[config.mk]
export PLATFORM = sky130hd
export DESIGN_NAME = msam_cell
export DESIGN_NICKNAME = d
export VERILOG_FILES = /design/src/rtl/msam_pkg.sv /design/src/rtl/msam_cell.sv
export SDC_FILE = /design/constraint.sdc
export NUM_CORES = 1
export LEC_CHECK = 0
export BUFFER_PORTS_ARGS = -buffer_cell sky130_fd_sc_hd__buf_2
export CORE_ASPECT_RATIO = 1.2
export CORE_UTILIZATION = 40
export CTS_CLUSTER_DIAMETER = 150
export DETAILED_ROUTE_END_ITERATION = 8
export GPL_TIMING_DRIVEN = 0
export PLACE_DENSITY = 0.67
export SLEW_MARGIN = 20
export SYNTH_ARGS = -nofsm -noshare
export SYNTH_HDL_FRONTEND = slang
export SYNTH_SLANG_ARGS = --single-unit
[constraint.sdc]
create_clock -name clk_i -period 0.8 [get_ports clk_i]
set_input_delay 0.16 -clock clk_i [delete_from_list [all_inputs] [get_ports clk_i]]
set_output_delay 0.16 -clock clk_i [all_outputs]
set_load 0.03 [all_outputs]
[src/rtl/msam_pkg.sv]
// Shared types and constants for the multi-stream audio mixer.
// Used by msam_cell, msam_master and the top level; no dependencies.
package msam_pkg;

  localparam int unsigned STREAMS_DEFAULT = 4;
  localparam int unsigned SAMPLE_W        = 16;
  localparam int unsigned GAIN_W          = 20;
  // trunc(v * g / 65536) for a 16-bit signed v and 20-bit gain fits 20 bits signed
  localparam int unsigned TERM_W          = 20;
  localparam int unsigned FRAC_W          = 16;

  localparam int unsigned CFG_IDX_W = 1;
  localparam int unsigned CFG_DAT_W = 2;

  // register indexes
  localparam logic [CFG_IDX_W-1:0] REG_SAMPLE_FORMAT = 1'd0;
  localparam logic [CFG_IDX_W-1:0] REG_MUTE_ALL      = 1'd1;

  // sample format codes; the unused code behaves like native 16-bit
  localparam logic [1:0] FMT_U8       = 2'd0;
  localparam logic [1:0] FMT_S16      = 2'd1;
  localparam logic [1:0] FMT_S16_SWAP = 2'd2;

  // saturation limits
  localparam logic signed [SAMPLE_W-1:0] S8_MIN  = -16'sh0080;
  localparam logic signed [SAMPLE_W-1:0] S8_MAX  = 16'sh007F;
  localparam logic signed [SAMPLE_W-1:0] S16_MIN = -16'sh8000;
  localparam logic signed [SAMPLE_W-1:0] S16_MAX = 16'sh7FFF;

  // silence codes
  localparam logic [SAMPLE_W-1:0] SILENCE_U8  = 16'h0080;
  localparam logic [SAMPLE_W-1:0] SILENCE_S16 = 16'h0000;

  typedef struct packed {
    logic eight;    // 8-bit offset binary
    logic swapped;  // 16-bit byte-swapped
  } fmt_t;

endpackage

[src/rtl/msam_cell.sv]
// One stream cell of the mixer chain: decodes its stream sample, applies the gain
// and adds the term to the running sum handed on by the previous cell. Uses msam_pkg.
module msam_cell
  import msam_pkg::*;
#(
  parameter int unsigned STREAMS = STREAMS_DEFAULT,
  parameter int unsigned IDX     = 0,
  localparam int unsigned CNT_W  = $clog2(STREAMS + 1),
  localparam int unsigned ITEM_W = STREAMS * (SAMPLE_W + GAIN_W) + GAIN_W + CNT_W,
  localparam int unsigned SUM_W  = TERM_W + $clog2(STREAMS)
) (
  input  logic                    clk_i,
  input  logic                    rst_ni,
  input  logic                    en_i,
  input  fmt_t                    fmt_i,
  input  logic                    valid_i,
  input  logic [ITEM_W-1:0]       item_i,
  input  logic signed [SUM_W-1:0] sum_i,
  output logic                    valid_o,
  output logic [ITEM_W-1:0]       item_o,
  output logic signed [SUM_W-1:0] sum_o
);

  localparam int unsigned PROD_W   = SAMPLE_W + GAIN_W + 1;
  localparam int unsigned GAIN_LSB = STREAMS * SAMPLE_W + IDX * GAIN_W;
  localparam int unsigned CNT_LSB  = STREAMS * (SAMPLE_W + GAIN_W) + GAIN_W;

  logic [SAMPLE_W-1:0]        raw;
  logic [GAIN_W-1:0]          gain;
  logic [CNT_W-1:0]           count;
  logic signed [SAMPLE_W-1:0] val;
  logic signed [PROD_W-1:0]   prod;
  logic signed [PROD_W-1:0]   biased;
  logic signed [TERM_W-1:0]   term;
  logic                       active;

  logic                    valid_q;
  logic [ITEM_W-1:0]       item_q;
  logic signed [SUM_W-1:0] sum_q, sum_d;

  assign raw   = item_i[IDX*SAMPLE_W +: SAMPLE_W];
  assign gain  = item_i[GAIN_LSB +: GAIN_W];
  assign count = item_i[CNT_LSB +: CNT_W];

  // a count above STREAMS still enables every cell
  assign active = (count > CNT_W'(IDX));

  always_comb begin
    if (fmt_i.eight) begin
      // offset binary: flip the top bit of the low byte and sign-extend
      val = {{8{~raw[7]}}, ~raw[7], raw[6:0]};
    end else if (fmt_i.swapped) begin
      val = {raw[7:0], raw[15:8]};
    end else begin
      val = raw;
    end
    prod   = PROD_W'(val) * PROD_W'($signed({1'b0, gain}));
    // bias negative products so the shift truncates toward zero
    biased = prod + (prod[PROD_W-1] ? PROD_W'({FRAC_W{1'b1}}) : '0);
    term   = biased[FRAC_W +: TERM_W];
    sum_d  = sum_i + (active ? SUM_W'(term) : '0);
  end

  always_ff @(posedge clk_i or negedge rst_ni) begin
    if (!rst_ni) begin
      valid_q <= 1'b0;
    end else if (en_i) begin
      valid_q <= valid_i;
    end
  end

  always_ff @(posedge clk_i) begin
    if (en_i) begin
      item_q <= item_i;
      sum_q  <= sum_d;
    end
  end

  assign valid_o = valid_q;
  assign item_o  = item_q;
  assign sum_o   = sum_q;

endmodule

==> impl_results.md <==
* Post-synth top area share at 0.301
* Syn_area_per_cell at 10.6 um^2
* Worst hold path type: in2reg
* Layout area overhead at 42.8%
* Final Slew Violations at 0
* Worst Path Buf+Inv at 9
* Core ar. at 0.0462 mm^2
* Worst Max-Slew Pin Slew at about 0.73 ns
* Slew margin rel. at 0.507
* Commonest non-fill, non-tap cell in the layout: inv_1
* Seq/Total Area, Yosys at 0.302
* Final setup violation count at approximately 210
* GRT Resource Usage Total at 0.245
* # DRC at 0
* Design area at 0.0269 mm^2
* First-pass GRT wire length at 90400 um
* CP max-delay cell: fa_2
* Initial antenna violation count at 2
* Die Height at approximately 240 um
* Setup TNS at -262.15 ns
* Post-route ant nets at 0
* Most frequent CP cell: fa_1
* Post-DP Area at 0.0218 mm^2
* Worst EP required at 1.03 ns
* Net Count, Synth at 2377
* Largest net degree at the start of global routing at 53
* Fin nets at 3015
* Worst Setup End Kind: flop
* Peak Freq at 97.1 MHz
* Inserted Clock Buffers at 17
* Final Skew at 0 ns
* Starting Density at 0.408
* RePlAce Congestion at about 0.94
* Critical path type: in2reg
* Synthesized cell area at 0.0188 mm^2
* Post-Synthesis Cells at 1773
* Die width at 200 um
* Iter 0 DRT Violations at 934
* RSZ-0062 raised after global routing: true
* Row cnt at between 80 and 90
* Post-synth EDFFs at 189
* Aggregate global routing overflow at 0
* Drt via density at about 5.0
* CTS Hold Bufs at 150
* Routed WL at 58300 um
* Crit path max-delay family: adder cells
* CTS tree: done
* Crit path max fanout at 7
* Share of layout cells above drive strength 1 at 0.312
* Most frequent cells in the layout: 324 x inv_1, 238 x fa_1, 220 x buf_6
* Min cycle time layout at roughly 10 ns
* Crit-path max cell delay at a little over 0.6 ns
* Top cells by area, synth: edfxtp_1 30%, fa_1 27%, ha_1 10%
* Unique cell type count in the Yosys netlist at between 80 and 90
* YS warnings at 0
* Final Cycle Share at 12.9
* Final Hold Vio Count at 0
* FFs w/ async S/R, synth at 0.00526
* DRT Pass-1 Iters at 5
* Critical Path Source Type: input port
* H-tree level count at 4
* Via count at 15200
* Clk sink count at between 150 and 200
* Final Util at 0.583
* Violated checks: negative setup slack
* Yosys reg bits at 190
* CP arrival at 10.53 ns
* Max-capacitance violation count at 0
* Cell taking the most area after synthesis: edfxtp_1
* Hpwl dp at ~42000 um
* Hold WS at 0.000245 ns
* I/O Pins at 385
* Top_reg_cell synth: edfxtp_1
* Clock-pin slew on the worst setup and hold paths at 0.09 ns
* Root Buffer: clkbuf_16
* # port buffers at between 300 and 400
* Clk_lat worst skew at 0.47 ns
* Outcome: finished, violations left
* DIE AREA at 0.0480 mm^2
* Setup ws final at -9.50 ns
* Clock Tree Buf Depth at 2
* Vias in the first global route at 16400
* Avg WL per Cell at 19.2 um
## cells by family (layout without fill, tap and decap cells)
kind of cell    Yosys count  after routing  share of synthesized area
simple gates            521            522                      0.135
mux                      19             19                     0.0114
flops                   190            190                      0.302
fa+ha+maj               409            409                      0.372
buf+inv                 406           1056                     0.0825
compound gates          168            168                     0.0692
other cells               0              2                          0
xor+xnor                 60             60                     0.0279
## worst paths after layout
path	cells after the start	startpoint	end	slack, ns
setup / recovery	49	fmt_i[0]	sum_o[21]	-9.50
min in group asynchronous	3	rst_ni	valid_o	0.52
hold reg to reg	1	valid_o	valid_o	0.55
hold / removal	2	sum_i[0]	sum_o[0]	0.0002
max in group asynchronous	3	rst_ni	valid_o	0.17
setup reg to reg	1	valid_o	valid_o	0
## area by class of cell
class	instances	area, um^2
Multi-Input combinational cell	1178	12400
Fill cell	3718	19300
Sequential cell	190	5700
Inverter	339	1280
Clock buffer	17	425
Timing Repair Buffer	622	5490
Buffer	63	609
Tap cell	616	771
Antenna cell	2	5.00
Clock inverter	15	204
## flip-flops by register name, summed over array words and instances, names as in the netlist
signal / count
sum_o: 22
valid_o: 1
item_o: 167
## repair_timing
item | in CTS | in global routing
endpoints found under the setup margin | 316 | 213
resized for setup | 523 | 169
hold endpoints to repair | 150 | 1
buffers inserted | 55 | 44
pin swaps | 65 | 72
gates cloned | 4 | 1
## per-stage QoR
stage,cells,setup slack (ns)
3_3_place_gp,2772,-11.08
5_1_grt,3042,-9.94
3_5_place_dp,2773,-11.23
6_report,3042,-9.50
4_1_cts,3013,-9.55
2_1_floorplan,1773,-9.44
## cell usage after synthesis (7+ instances only)
| master | instances |
|---|---|
| inv_1 | 339 |
| fa_1 | 251 |
| nand2_1 | 221 |
| edfxtp_1 | 189 |
| ha_1 | 158 |
| and2_1 | 105 |
| nor2_1 | 73 |
| clkbuf_1 | 60 |
| a21oi_1 | 43 |
| xnor2_1 | 40 |
| o21ai_0 | 24 |
| nor2b_1 | 21 |
| o21a_1 | 20 |
| xor2_1 | 20 |
| nor3_1 | 17 |
| mux2_2 | 16 |
| nand3_1 | 16 |
| or2_2 | 14 |
| a21o_1 | 9 |
| and3_1 | 8 |
| nand4_1 | 8 |
| nand2b_1 | 7 |
| or3_1 | 7 |
## layer usage
metal | routed length, um | up-vias | GRT usage
met2 | 30500 | 571 | 0.451
met4 | 2410 | 0 | 0.105
met5 | 0 | - | 0
met3 | 3180 | 134 | 0.0303
met1 | 22200 | 7543 | 0.287
li1 | - | 6951 | -
Power is left out: the tool's default activity adds up to more than one toggle a clock period on the data nets, which glitch-free logic cannot reach.
