File: config.mk
export PLATFORM = sky130hd
export DESIGN_NAME = msam_master
export DESIGN_NICKNAME = d
export VERILOG_FILES = /design/src/rtl/msam_pkg.sv /design/src/rtl/msam_master.sv
export SDC_FILE = /design/constraint.sdc
export NUM_CORES = 1
export LEC_CHECK = 0
export BUFFER_PORTS_ARGS = -buffer_cell sky130_fd_sc_hd__buf_2
export CELL_PAD_IN_SITES_DETAIL_PLACEMENT = 2
export CELL_PAD_IN_SITES_GLOBAL_PLACEMENT = 2
export CORE_UTILIZATION = 40
export CTS_BUF_LIST = sky130_fd_sc_hd__clkbuf_4
export DETAILED_ROUTE_END_ITERATION = 16
export PLACE_DENSITY_LB_ADDON = 0.1
export SLEW_MARGIN = 20
export SYNTH_ARGS = -nofsm -noshare
export SYNTH_HDL_FRONTEND = slang
export SYNTH_SLANG_ARGS = --single-unit
File: constraint.sdc
create_clock -name clk_i -period 3.2 [get_ports clk_i]
set_input_delay 0.48 -clock clk_i [delete_from_list [all_inputs] [get_ports clk_i]]
set_output_delay 0.48 -clock clk_i [all_outputs]
set_load 0.03 [all_outputs]
File: src/rtl/msam_pkg.sv
// Shared types and constants for the multi-stream audio mixer.
// Used by msam_cell, msam_master and the top level; no dependencies.
package msam_pkg;

  localparam int unsigned STREAMS_DEFAULT = 4;
  localparam int unsigned SAMPLE_W        = 16;
  localparam int unsigned GAIN_W          = 20;
  // trunc(v * g / 65536) for a 16-bit signed v and 20-bit gain fits 20 bits signed
  localparam int unsigned TERM_W          = 20;
  localparam int unsigned FRAC_W          = 16;

  localparam int unsigned CFG_IDX_W = 1;
  localparam int unsigned CFG_DAT_W = 2;

  // register indexes
  localparam logic [CFG_IDX_W-1:0] REG_SAMPLE_FORMAT = 1'd0;
  localparam logic [CFG_IDX_W-1:0] REG_MUTE_ALL      = 1'd1;

  // sample format codes; the unused code behaves like native 16-bit
  localparam logic [1:0] FMT_U8       = 2'd0;
  localparam logic [1:0] FMT_S16      = 2'd1;
  localparam logic [1:0] FMT_S16_SWAP = 2'd2;

  // saturation limits
  localparam logic signed [SAMPLE_W-1:0] S8_MIN  = -16'sh0080;
  localparam logic signed [SAMPLE_W-1:0] S8_MAX  = 16'sh007F;
  localparam logic signed [SAMPLE_W-1:0] S16_MIN = -16'sh8000;
  localparam logic signed [SAMPLE_W-1:0] S16_MAX = 16'sh7FFF;

  // silence codes
  localparam logic [SAMPLE_W-1:0] SILENCE_U8  = 16'h0080;
  localparam logic [SAMPLE_W-1:0] SILENCE_S16 = 16'h0000;

  typedef struct packed {
    logic eight;    // 8-bit offset binary
    logic swapped;  // 16-bit byte-swapped
  } fmt_t;

endpackage

File: src/rtl/msam_master.sv
// Output end of the mixer: master gain, saturation to the format range, encoding,
// muting and the output word register. Uses msam_pkg.
module msam_master
  import msam_pkg::*;
#(
  parameter int unsigned STREAMS = STREAMS_DEFAULT,
  localparam int unsigned SUM_W  = TERM_W + $clog2(STREAMS)
) (
  input  logic                    clk_i,
  input  logic                    rst_ni,
  input  logic                    en_i,
  input  fmt_t                    fmt_i,
  input  logic                    mute_i,
  input  logic                    valid_i,
  input  logic signed [SUM_W-1:0] sum_i,
  input  logic [GAIN_W-1:0]       gain_i,
  output logic                    valid_o,
  output logic [SAMPLE_W-1:0]     sample_o,
  output logic                    clipped_o
);

  localparam int unsigned MP_W  = SUM_W + GAIN_W + 1;
  localparam int unsigned MIX_W = MP_W - FRAC_W;

  logic signed [MP_W-1:0]  prod;
  logic signed [MP_W-1:0]  biased;
  logic signed [MIX_W-1:0] mix_d, mix_q;
  logic                    mix_valid_q;

  logic signed [MIX_W-1:0]    lo, hi;
  logic signed [SAMPLE_W-1:0] sat;
  logic [SAMPLE_W-1:0]        word_d, word_q;
  logic                       clip_d, clip_q;
  logic                       valid_q;

  // stage one: master gain
  always_comb begin
    prod   = MP_W'(sum_i) * MP_W'($signed({1'b0, gain_i}));
    biased = prod + (prod[MP_W-1] ? MP_W'({FRAC_W{1'b1}}) : '0);
    mix_d  = biased[MP_W-1:FRAC_W];
  end

  // stage two: saturate and encode
  always_comb begin
    lo     = fmt_i.eight ? MIX_W'(S8_MIN) : MIX_W'(S16_MIN);
    hi     = fmt_i.eight ? MIX_W'(S8_MAX) : MIX_W'(S16_MAX);
    clip_d = 1'b0;
    sat    = mix_q[SAMPLE_W-1:0];
    if (mix_q < lo) begin
      sat    = lo[SAMPLE_W-1:0];
      clip_d = 1'b1;
    end else if (mix_q > hi) begin
      sat    = hi[SAMPLE_W-1:0];
      clip_d = 1'b1;
    end
    if (fmt_i.eight) begin
      word_d = {8'h00, sat[7] ^ 1'b1, sat[6:0]};
    end else if (fmt_i.swapped) begin
      word_d = {sat[7:0], sat[15:8]};
    end else begin
      word_d = sat;
    end
    if (mute_i) begin
      word_d = fmt_i.eight ? SILENCE_U8 : SILENCE_S16;
      clip_d = 1'b0;
    end
  end

  always_ff @(posedge clk_i or negedge rst_ni) begin
    if (!rst_ni) begin
      mix_valid_q <= 1'b0;
      valid_q     <= 1'b0;
    end else if (en_i) begin
      mix_valid_q <= valid_i;
      valid_q     <= mix_valid_q;
    end
  end

  always_ff @(posedge clk_i) begin
    if (en_i) begin
      mix_q  <= mix_d;
      word_q <= word_d;
      clip_q <= clip_d;
    end
  end

  assign valid_o   = valid_q;
  assign sample_o  = word_q;
  assign clipped_o = clip_q;

endmodule

==> key figures <==
Clocking
  • CTS Buf Count: 5
  • Clock transition at path regs: 0.14 ns
  • Clock sink count: 46
  • Clk root buf: clkbuf_4
  • CTS tree: yes
  • Clock latency on the worst-skew pair: approximately 0.39 ns
  • Clock Path Buffers: 2
  • H-tree depth: 2

Worst hold path
  • Hold Path Class: in -> reg

Synth
  • Register area share after synthesis: 0.0693
  • Post-synth top area share: 0.461
  • Post-synth top flop: edfxtp_1
  • Syn_area_per_cell: 9.32 µm²
  • Syn Nets: 2762
  • Number of enable flip-flop cells after synthesis: 44
  • Synth top area cells: fa_1, ha_1, and2_1, inv_1, edfxtp_1
  • Biggest area consumer among synthesized cells: fa_1
  • YS warnings: 0
  • Gate Count Post-Synth: about 2.1k
  • Seq cells post-synth: 46
  • Leading cell type by number of instances after synthesis: fa_1
  • Unique masters post-synth: 79
  • List of most frequent post-synthesis cells: fa_1, inv_1, and2_1
  • Syn Std Cell Area: between 15000 and 20000 µm²
  • Asr flop ratio synth: 0.0435

Layout
  • Number of diodes: 0
  • Layout Area Growth over Synthesis: 23.2%
  • Final net count: 3086
  • Layout cells sized above 1: 0.231
  • Filler Cell Count: between 5k and 6k

Critical path
  • Crit path launch type: input port
  • Crit path DAT: 9.06 ns
  • Crit path top cell by count: fa_1
  • CP peak stage delay: ~0.59 ns
  • Crit path max fanout: 10
  • CP max-delay cell: fa_1
  • Req. time, crit path: 3.35 ns
  • WS Path Type: in -> reg
  • CP endpoint kind: flip-flop

Floorplan
  • FP Rows: 81
  • DIE HEIGHT: 224 µm
  • CORE AREA: 48800 µm²
  • Boundary Pins: 67
  • Die footprint: approximately 50000 µm²
  • DIE WIDTH: between 200 and 250 µm
  • Initial Util: 0.405

STA
  • Pins over their slew limit: 0
  • Headroom to the max-slew limit: 0.538
  • Worst setup margin: -5.71 ns
  • Worst Max-Slew Pin Slew: 0.685 ns
  • Final period demand of the worst path: 8.91 ns
  • RSZ-0062 raised after global routing: true
  • Hold Vio Cnt, Final: 0
  • Setup Viol. Count Final: 27
  • Fmax: between 100 and 150 MHz
  • Skew final: 0.0181 ns
  • Crit share post-route: 2.79

Run status
  • Failing checks: design-rule violations, negative setup slack
  • Run status: complete, but fails checks

Job
  • Max_cap viols: 0

Drt
  • DR vias: roughly 16k
  • Vias per inst: 5.18
  • Post-DRT Antenna Nets: 0
  • DRC Markers: 2
  • Initial DRC Count: 500
  • WL final: between 70000 and 80000 µm
  • 1st-pass router iterations: 11
  • Avg WL per Cell: 22.5 µm

GRT
  • First-pass GRT wire length: 108000 µm
  • Pin count of the biggest net entering global routing: 28
  • Initial antenna violation count: 0
  • Overflow after GRT: 0
  • GRT Resource Usage Total: 0.278
  • Number of global-route vias before repair: ~20k

Place
  • PortBufs: 66
  • Routability cong.: 0.829
  • DP Wirelength: just under 60000 µm
  • Pre-CTS setup slack: -6.55 ns
## kinds of logic (layout without fill, tap and decap cells)
logic type	Yosys count	count (layout)	share of synthesized area
XOR/XNOR	65	65	0.0295
flip-flops	46	46	0.0693
multiplexers	5	5	0.00329
buffers and inverters	541	866	0.103
adder cells (fa/ha/maj)	590	590	0.546
AND/OR/NAND/NOR	655	655	0.173
AO/OA/AOI/OAI	221	221	0.0754
## state kept, by name (all words and copies together) (netlist names)
signal	count
mix_valid_q	1
mix_q	27
clipped_o	1
sample_o	16
valid_o	1
## cells in the final DEF (no fill, tap or decap), types with 5 or more instances in the layout
master and count:
a211o_1 6, a211oi_1 16, a21o_1 16, a21oi_1 51, a21oi_2 10, a31oi_1 9, a41oi_1 5, and2_1 257
and2_4 13, and3_1 7, buf_12 15, buf_2 35, buf_4 329, buf_6 26, buf_8 9, clkbuf_4 6
edfxtp_1 44, fa_1 438, fa_2 17, ha_1 116, ha_4 17, inv_1 427, inv_2 12, nand2_1 214
nand2_2 9, nand2b_1 10, nand3_1 8, nand3_2 5, nand4_1 10, nor2_1 58, nor2b_1 7, nor3_1 15
o21a_1 9, o21ai_0 27, o21ai_2 6, o21bai_1 6, o22a_1 7, xnor2_1 37, xor2_1 23
## final timing paths
| kind | end | startpoint | slack (ns) | depth (start not counted) |
|---|---|---|---|---|
| setup reg to reg | sample_o[14] | mix_q[8] | 0.21 | 12 |
| min in group asynchronous | mix_valid_q | rst_ni | 0.40 | 2 |
| max in group asynchronous | valid_o | rst_ni | 2.71 | 2 |
| setup / recovery | mix_q[18] | sum_i[14] | -5.71 | 32 |
| hold reg to reg | mix_valid_q | mix_valid_q | 0.57 | 1 |
| hold / removal | mix_valid_q | valid_i | 0.33 | 2 |
## cell type report
type / count / area [µm²] / share of cell area
Clock buffer: 5 / 37.5 / 0.00154
Clock inverter: 3 / 45.0 / 0.00185
Inverter: 440 / 1660 / 0.0680
Multi-Input combinational cell: 1536 / 17000 / 0.697
Sequential cell: 46 / 1370 / 0.0563
Tap cell: 664 / 831 / 0.0341
Timing Repair Buffer: 418 / 3440 / 0.141
## stage by stage
step           cells  setup TNS, ns  hold WS, ns  utilization  area, µm²
3_3_place_gp    3076        -163.72        0.265        0.478      23300
2_1_floorplan   2123        -147.38        0.184            -      20200
4_1_cts         3093        -150.89        0.311        0.487      23800
3_5_place_dp    3076        -173.53        0.272        0.478      23300
5_1_grt         3112        -158.36        0.325        0.499      24400
6_report        3112        -151.57        0.326        0.499      24400
## metal layers
metal  GRT usage  routed length [µm]  part of all wire  vias to the layer above
met5           0                   0                 0                        -
met2       0.571               40800              0.58                      245
met1       0.301               25800              0.37                     8611
met4      0.0801                2250             0.032                        0
met3      0.0141                1320             0.019                      130
li1            -                   -                 -                     7121
## worst max-delay path, delay by kind of cell
family / cells / cell delay, ns
xor gates and xnor gates: 2 / 0.34
buffers and inverters: 5 / 0.51
AOI/OAI and AO/OA: 5 / 0.98
muxes: 1 / 0.27
and+or+nand+nor: 10 / 2.26
adders and majority gates: 9 / 4.22
## what timing repair did
item                                    in CTS  in global routing
buffers inserted                             8                 17
hold endpoints to repair                     2                  0
gates cloned                                 0                  2
pin swaps                                   31                 59
endpoints found under the setup margin      27                 28
resized for setup                           79                 96
hold buffers                                 1                  0
Power is left out: the tool's default activity adds up to more than one toggle a clock period on the data nets, which glitch-free logic cannot reach.
